<file path="config.mk">
export PLATFORM = sky130hd
export DESIGN_NAME = mvpcm_ctrl
export DESIGN_NICKNAME = d
export VERILOG_FILES = /design/src/rtl/core/mvpcm_pkg.sv /design/src/rtl/core/mvpcm_ctrl.sv
export SDC_FILE = /design/constraint.sdc
export NUM_CORES = 1
export LEC_CHECK = 0
export BUFFER_PORTS_ARGS = -buffer_cell sky130_fd_sc_hd__clkbuf_2
export CAP_MARGIN = 20
export CORE_MARGIN = 8
export CORE_UTILIZATION = 47
export DETAILED_ROUTE_END_ITERATION = 16
export PLACE_DENSITY = 0.86
export REMOVE_ABC_BUFFERS = 1
export SLEW_MARGIN = 30
export SYNTH_ARGS = -nofsm -noshare
export SYNTH_HDL_FRONTEND = slang
export SYNTH_SLANG_ARGS = --single-unit
</file>
<file path="constraint.sdc">
create_clock -name clk -period 2 [get_ports clk]
set_input_delay 0.4 -clock clk [delete_from_list [all_inputs] [get_ports clk]]
set_output_delay 0.4 -clock clk [all_outputs]
set_load 0.05 [all_outputs]
</file>
<file path="src/rtl/core/mvpcm_pkg.sv">
// ----------------------------------------------------------------------------
// mvpcm_pkg: shared types and constants for the PCM sample player
// Datapath operation codes, tick step numbers, command/status bundles and
// small register map lookups.
// ----------------------------------------------------------------------------
package mvpcm_pkg;

  localparam int VOICES_DEF        = 24;
  localparam int MEM_ADDR_BITS_DEF = 21;
  localparam int RF_DEPTH          = 512;
  localparam int VIDX_W            = 5;
  localparam int OUT_W             = 40;

  localparam logic [1:0] FUNC_WRITE = 2'd0;
  localparam logic [1:0] FUNC_READ  = 2'd1;
  localparam logic [1:0] FUNC_TICK  = 2'd2;
  localparam logic [1:0] FUNC_LOAD  = 2'd3;

  localparam logic [1:0] CHIP_A    = 2'd0;
  localparam logic [1:0] CHIP_B    = 2'd1;
  localparam logic [1:0] CHIP_WORD = 2'd2;

  localparam logic [3:0] OP_NONE      = 4'd0;
  localparam logic [3:0] OP_LATCH     = 4'd1;
  localparam logic [3:0] OP_CLEAR     = 4'd2;
  localparam logic [3:0] OP_REG_WRITE = 4'd3;
  localparam logic [3:0] OP_KEY_RD    = 4'd4;
  localparam logic [3:0] OP_KEY_ON    = 4'd5;
  localparam logic [3:0] OP_REG_READ  = 4'd6;
  localparam logic [3:0] OP_OUT_READ  = 4'd7;
  localparam logic [3:0] OP_MEM_LOAD  = 4'd8;
  localparam logic [3:0] OP_TICK      = 4'd9;
  localparam logic [3:0] OP_OUT_TICK  = 4'd10;

  // per-voice tick steps
  localparam logic [3:0] TS_FREQ_HI = 4'd0;
  localparam logic [3:0] TS_FREQ_LO = 4'd1;
  localparam logic [3:0] TS_RVOL    = 4'd2;
  localparam logic [3:0] TS_LVOL    = 4'd3;
  localparam logic [3:0] TS_ADVANCE = 4'd4;
  localparam logic [3:0] TS_ENDCHK  = 4'd5;
  localparam logic [3:0] TS_FETCH   = 4'd6;
  localparam logic [3:0] TS_SAMPLE  = 4'd7;
  localparam logic [3:0] TS_SLOPE   = 4'd8;
  localparam logic [3:0] TS_INTERP  = 4'd9;
  localparam logic [3:0] TS_SCALE   = 4'd10;
  localparam logic [3:0] TS_MIX     = 4'd11;

  localparam logic [2:0] KSTEP_LAST = 3'd7;

  typedef struct packed {
    logic [3:0]        op;
    logic [3:0]        step;
    logic [VIDX_W-1:0] voice;
    logic [2:0]        kstep;
    logic [8:0]        clr_addr;
  } cmd_t;

  typedef struct packed {
    logic keyed;
    logic freq_zero;
    logic stop;
    logic is_key;
    logic key_bit;
    logic word_mode;
    logic out_busy;
  } status_t;

  // word-addressed variant: bank select register per group of four voices
  function automatic logic [8:0] bank_sel_addr(input logic [1:0] grp);
    logic [8:0] a;
    case (grp)
      2'd0:    a = 9'h1F7;
      2'd1:    a = 9'h1F1;
      2'd2:    a = 9'h1F3;
      default: a = 9'h1F5;
    endcase
    return a;
  endfunction

  // register bytes fetched at key-on: bank, start, end, loop
  function automatic logic [3:0] key_reg_idx(input logic [2:0] k);
    logic [3:0] i;
    case (k)
      3'd0:    i = 4'd4;
      3'd1:    i = 4'd6;
      3'd2:    i = 4'd7;
      3'd3:    i = 4'd8;
      3'd4:    i = 4'd9;
      3'd5:    i = 4'd10;
      default: i = 4'd11;
    endcase
    return i;
  endfunction

endpackage

</file>
<file path="src/rtl/core/mvpcm_ctrl.sv">
// ----------------------------------------------------------------------------
// mvpcm_ctrl: sequencer for the PCM sample player
// Clearing pass, word dispatch, key-on fetch and the per-voice tick walk.
// ----------------------------------------------------------------------------
module mvpcm_ctrl #(
  parameter int VOICES = mvpcm_pkg::VOICES_DEF
) (
  input  logic              clk,
  input  logic              rst,
  input  logic              in_accept,
  input  logic [1:0]        in_func,
  input  mvpcm_pkg::status_t status,
  output logic              in_ready,
  output mvpcm_pkg::cmd_t   cmd
);
  import mvpcm_pkg::*;

  localparam int VB = $clog2(VOICES);

  localparam logic [3:0] S_CLR   = 4'd0;
  localparam logic [3:0] S_IDLE  = 4'd1;
  localparam logic [3:0] S_WR    = 4'd2;
  localparam logic [3:0] S_KEY   = 4'd3;
  localparam logic [3:0] S_KEYON = 4'd4;
  localparam logic [3:0] S_RD    = 4'd5;
  localparam logic [3:0] S_RDOUT = 4'd6;
  localparam logic [3:0] S_LOAD  = 4'd7;
  localparam logic [3:0] S_TICK  = 4'd8;
  localparam logic [3:0] S_TOUT  = 4'd9;

  logic [3:0]    state, state_next;
  logic [8:0]    clr_cnt, clr_cnt_next;
  logic [2:0]    kstep, kstep_next;
  logic [VB-1:0] vcnt, vcnt_next;
  logic [3:0]    tstep, tstep_next;
  logic          last_voice, voice_done;

  assign in_ready   = (state == S_IDLE);
  assign last_voice = status.word_mode ? (vcnt == VB'(15)) : (vcnt == VB'(VOICES - 1));

  always_comb begin
    voice_done = 1'b0;
    case (tstep)
      TS_FREQ_HI: voice_done = !status.keyed;
      TS_LVOL:    voice_done = status.freq_zero;
      TS_ENDCHK:  voice_done = status.stop;
      TS_MIX:     voice_done = 1'b1;
      default:    voice_done = 1'b0;
    endcase
  end

  always_comb begin
    state_next   = state;
    clr_cnt_next = clr_cnt;
    kstep_next   = kstep;
    vcnt_next    = vcnt;
    tstep_next   = tstep;
    cmd.op       = OP_NONE;
    cmd.step     = tstep;
    cmd.voice    = VIDX_W'(vcnt);
    cmd.kstep    = kstep;
    cmd.clr_addr = clr_cnt;
    case (state)
      S_CLR: begin
        cmd.op       = OP_CLEAR;
        clr_cnt_next = clr_cnt + 9'd1;
        if (clr_cnt == 9'h1FF) begin
          state_next = S_IDLE;
        end
      end
      S_IDLE: begin
        if (in_accept) begin
          cmd.op = OP_LATCH;
          case (in_func)
            FUNC_WRITE: state_next = S_WR;
            FUNC_READ:  state_next = S_RD;
            FUNC_TICK: begin
              state_next = S_TICK;
              vcnt_next  = '0;
              tstep_next = TS_FREQ_HI;
            end
            default:    state_next = S_LOAD;
          endcase
        end
      end
      S_WR: begin
        cmd.op = OP_REG_WRITE;
        if (status.is_key && status.key_bit) begin
          state_next = S_KEY;
          kstep_next = '0;
        end else begin
          state_next = S_IDLE;
        end
      end
      S_KEY: begin
        cmd.op     = OP_KEY_RD;
        kstep_next = kstep + 3'd1;
        if (kstep == KSTEP_LAST) begin
          state_next = S_KEYON;
        end
      end
      S_KEYON: begin
        cmd.op     = OP_KEY_ON;
        state_next = S_IDLE;
      end
      S_RD: begin
        cmd.op     = OP_REG_READ;
        state_next = S_RDOUT;
      end
      S_RDOUT: begin
        cmd.op = OP_REG_READ;
        if (!status.out_busy) begin
          cmd.op     = OP_OUT_READ;
          state_next = S_IDLE;
        end
      end
      S_LOAD: begin
        cmd.op     = OP_MEM_LOAD;
        state_next = S_IDLE;
      end
      S_TICK: begin
        cmd.op     = OP_TICK;
        tstep_next = tstep + 4'd1;
        if (voice_done) begin
          tstep_next = TS_FREQ_HI;
          if (last_voice) begin
            state_next = S_TOUT;
          end else begin
            vcnt_next = vcnt + VB'(1);
          end
        end
      end
      S_TOUT: begin
        if (!status.out_busy) begin
          cmd.op     = OP_OUT_TICK;
          state_next = S_IDLE;
        end
      end
      default: state_next = S_IDLE;
    endcase
  end

  always_ff @(posedge clk) begin
    if (rst) begin
      state   <= S_CLR;
      clr_cnt <= '0;
      kstep   <= '0;
      vcnt    <= '0;
      tstep   <= '0;
    end else begin
      state   <= state_next;
      clr_cnt <= clr_cnt_next;
      kstep   <= kstep_next;
      vcnt    <= vcnt_next;
      tstep   <= tstep_next;
    end
  end

endmodule

</file>
==> results.md <==
- Dpl cells: about 280
- HPWL after DPL: 2670 um
- Warnings from Yosys: 0
- Gate Count Post-Synth: roughly 190
- Final hold violation count: 0
- Cell mode on critical path: buf_4
- Critical path endpoint category: primary output
- Number of synthesized flops with an enable pin: 0
- Critical Path Source Type: flip-flop
- Hold Path Depth: 4
- Die area: 5310 um^2
- Final worst slack: ~0.13 ns
- # nets final: 262
- CTS root buffer: clkbuf_4
- Hold Crit Class: input pin to flip-flop
- Ys flop type: dfxtp_1
- Grt ovf: 0
- Peak VDD IR: ~0.67 mV
- Final Max Tran Viols: 0
- CTS tree: built
- Setup TNS: 0 ns
- Critical path's largest stage delay: around 0.43 ns
- Antenna Cells: 0
- Reg2reg path depth: 10
- Initial antenna violation count: 0
- Layout cells sized above 1: 32.1%
- WHS Endpoint: vcnt[3]
- Starting density of the core: 49.4%
- Global-route wire length before repair: ~5700 um
- Max_slew headroom: 75.9%
- Num CTS Buffers: 3
- Overall Global Routing Usage: between 10% and 20%
- IO Pins: 38
- Pre-antenna DRT Iters: 4
- Critical path cell sequence: buf_4 > nand2_1 > xor2_1 > nor2_1 > buf_4
- Fmax: between 500 and 600 MHz
- Leak Pwr: 0.840 nW
- Hold_ws: 0.491 ns
- Highest-delay cell along the critical path: dfxtp_4
- Tot Pwr: about 2.0 mW
- Clk Latency, worst-skew pair: between 0.3 and 0.4 ns
- Largest net degree at the start of global routing: 23
- Synthesized area per cell: 8.04 um^2
- Most frequent cells in the layout: clkbuf_2, nor2_1, nand2_1
- DR WL/cell: roughly 13 um
- GPL Wtd Cong: approximately 0.83
- Reg2reg setup slack: 0.13 ns
- Number of global-route vias before repair: between 1k and 1.5k
- Clock sink count: 25
- Arr. time, crit path: 1.47 ns
- Delay-heaviest family, CP: flip-flops
- Die X-Extent: 72.9 um
- DP Area: 1830 um^2
- Post-CTS Setup Inserts: 0
- Synthesized flop and latch total: 25
- Skew final: about 0.015 ns
- Required @ worst endpoint: about 1.6 ns
- Critical path class: flip-flop to primary output
- Clock buffer depth: 2
- PortBufs: 37
- Hold wc startpoint: rst
- FF-to-FF End: state[2]
- Post-layout util: between 60% and 70%
- Layout Area Growth over Synthesis: 27.4%
- Finished Layout Cells: 281
- DRC: 0
- Drt first-iter violations: 67
- Yosys cell types: 40
- Core ar.: 3080 um^2
- Final wirelength: between 3000 and 4000 um
- Synth async-reset ratio: 0%
- Antenna viol nets, final: 0
- Power density over the cells: 1050 nW/um^2
- Die H: 72.9 um
- Tcrit/Tclk final: 93.7%
- Status: finished, final reports clean
- Via density: just over 5
- Sequential area share after synthesis: 32.9%
- Clock-pin slew of the registers on the worst-case setup and hold paths: roughly 0.15 ns
- H-Tree Depth: 1
- Std cell rows: 20
- Post-Place Worst Slack: between 0.02 and 0.025 ns
- Mapped Area: 1520 um^2
- Period minus WS final: around 1.9 ns
- Crit path buf inv count: 2
- Most common cell after layout, fill and taps aside: clkbuf_2
- R2R Path Start: clr_cnt[4]
- Max cap viols: 0
- Via count: between 1k and 1.5k
- Cell area after layout: ~1900 um^2
- Max Fanout on Critical Path: 8
- Final setup violating endpoints: 0
- RSZ-0062 raised after global routing: false
- Worst Max-Slew Pin Slew: 0.360 ns
[kinds of logic (layout without fill, tap and decap cells)]
logic type | Yosys count | after routing | share of synthesized area, %
and+or+nand+nor | 89 | 89 | 30.9
DFF | 25 | 25 | 32.9
muxes | 2 | 2 | 1.32
AOI/OAI and AO/OA | 37 | 37 | 14.7
xor gates and xnor gates | 11 | 11 | 6.34
adders and majority gates | 12 | 12 | 9.88
buffers and inverters | 13 | 61 | 3.95
[area by class of cell]
cell class / instances / area (um^2)
timing repair buffer: 51 / 295
sequential: 25 / 519
clock buffer: 3 / 22.5
multi-input combinational: 151 / 1010
fill: 267 / 1140
tap: 44 / 55.1
clock inverter: 1 / 7.51
inverter: 6 / 22.5
[sequential cells by signal, indices dropped and copies added (netlist names)]
name and cells:
tstep 4, state 4, kstep 3, clr_cnt 9, vcnt 5
[timing repair]
action / in CTS / in global routing
hold buffers: 0 / 0
endpoints found under the setup margin: 4 / 13
pin swaps: 0 / 6
gates resized for setup: 4 / 25
cloned: 0 / 0
[worst max path at each step]
stage / startpoint / to / depth (start not counted)
after floorplan: state[2] / cmd[21] / 4
after global placement: clr_cnt[4] / state[1] / 9
after detailed placement: clr_cnt[4] / state[2] / 10
after CTS: state[2] / cmd[21] / 5
after global routing: state[0] / cmd[23] / 5
final: state[0] / cmd[23] / 5
[report_power, final]
part	switching, mW	internal, mW
combinational	0.706	0.441
sequential	0.0855	0.572
clock	0.161	0.0765
total	0.952	1.09
[worst min-delay path, stage by stage]
cell and delay [ns]:
clkbuf_2 0.10, nand4b_1 0.14, or3_1 0.10, o21ai_1 0.05
[synthesized netlist by cell type (all sizes together), types with 4 or more instances]
library cell	n	area [um^2]
nor2	29	109
dfxtp	25	500
nand2	17	63.8
a21oi	14	73.8
ha	12	150
o21ai	11	55.1
nand2b	8	50.1
xor2	8	70.1
inv	6	22.5
or3	6	37.5
buf	5	30.0
nand3	4	20.0
nand4b	4	35.0
[layer usage]
| metal | up-vias | global-route usage [%] | wire length (um) |
|---|---|---|---|
| met2 | 23 | 23.1 | 1750 |
| met1 | 665 | 14.6 | 1580 |
| met5 | - | 0 | 0 |
| li1 | 759 | - | - |
| met3 | 2 | 4.26 | 187 |
| met4 | 0 | 2.44 | 15 |
No activity file was read; power rests on OpenSTA's default activity.
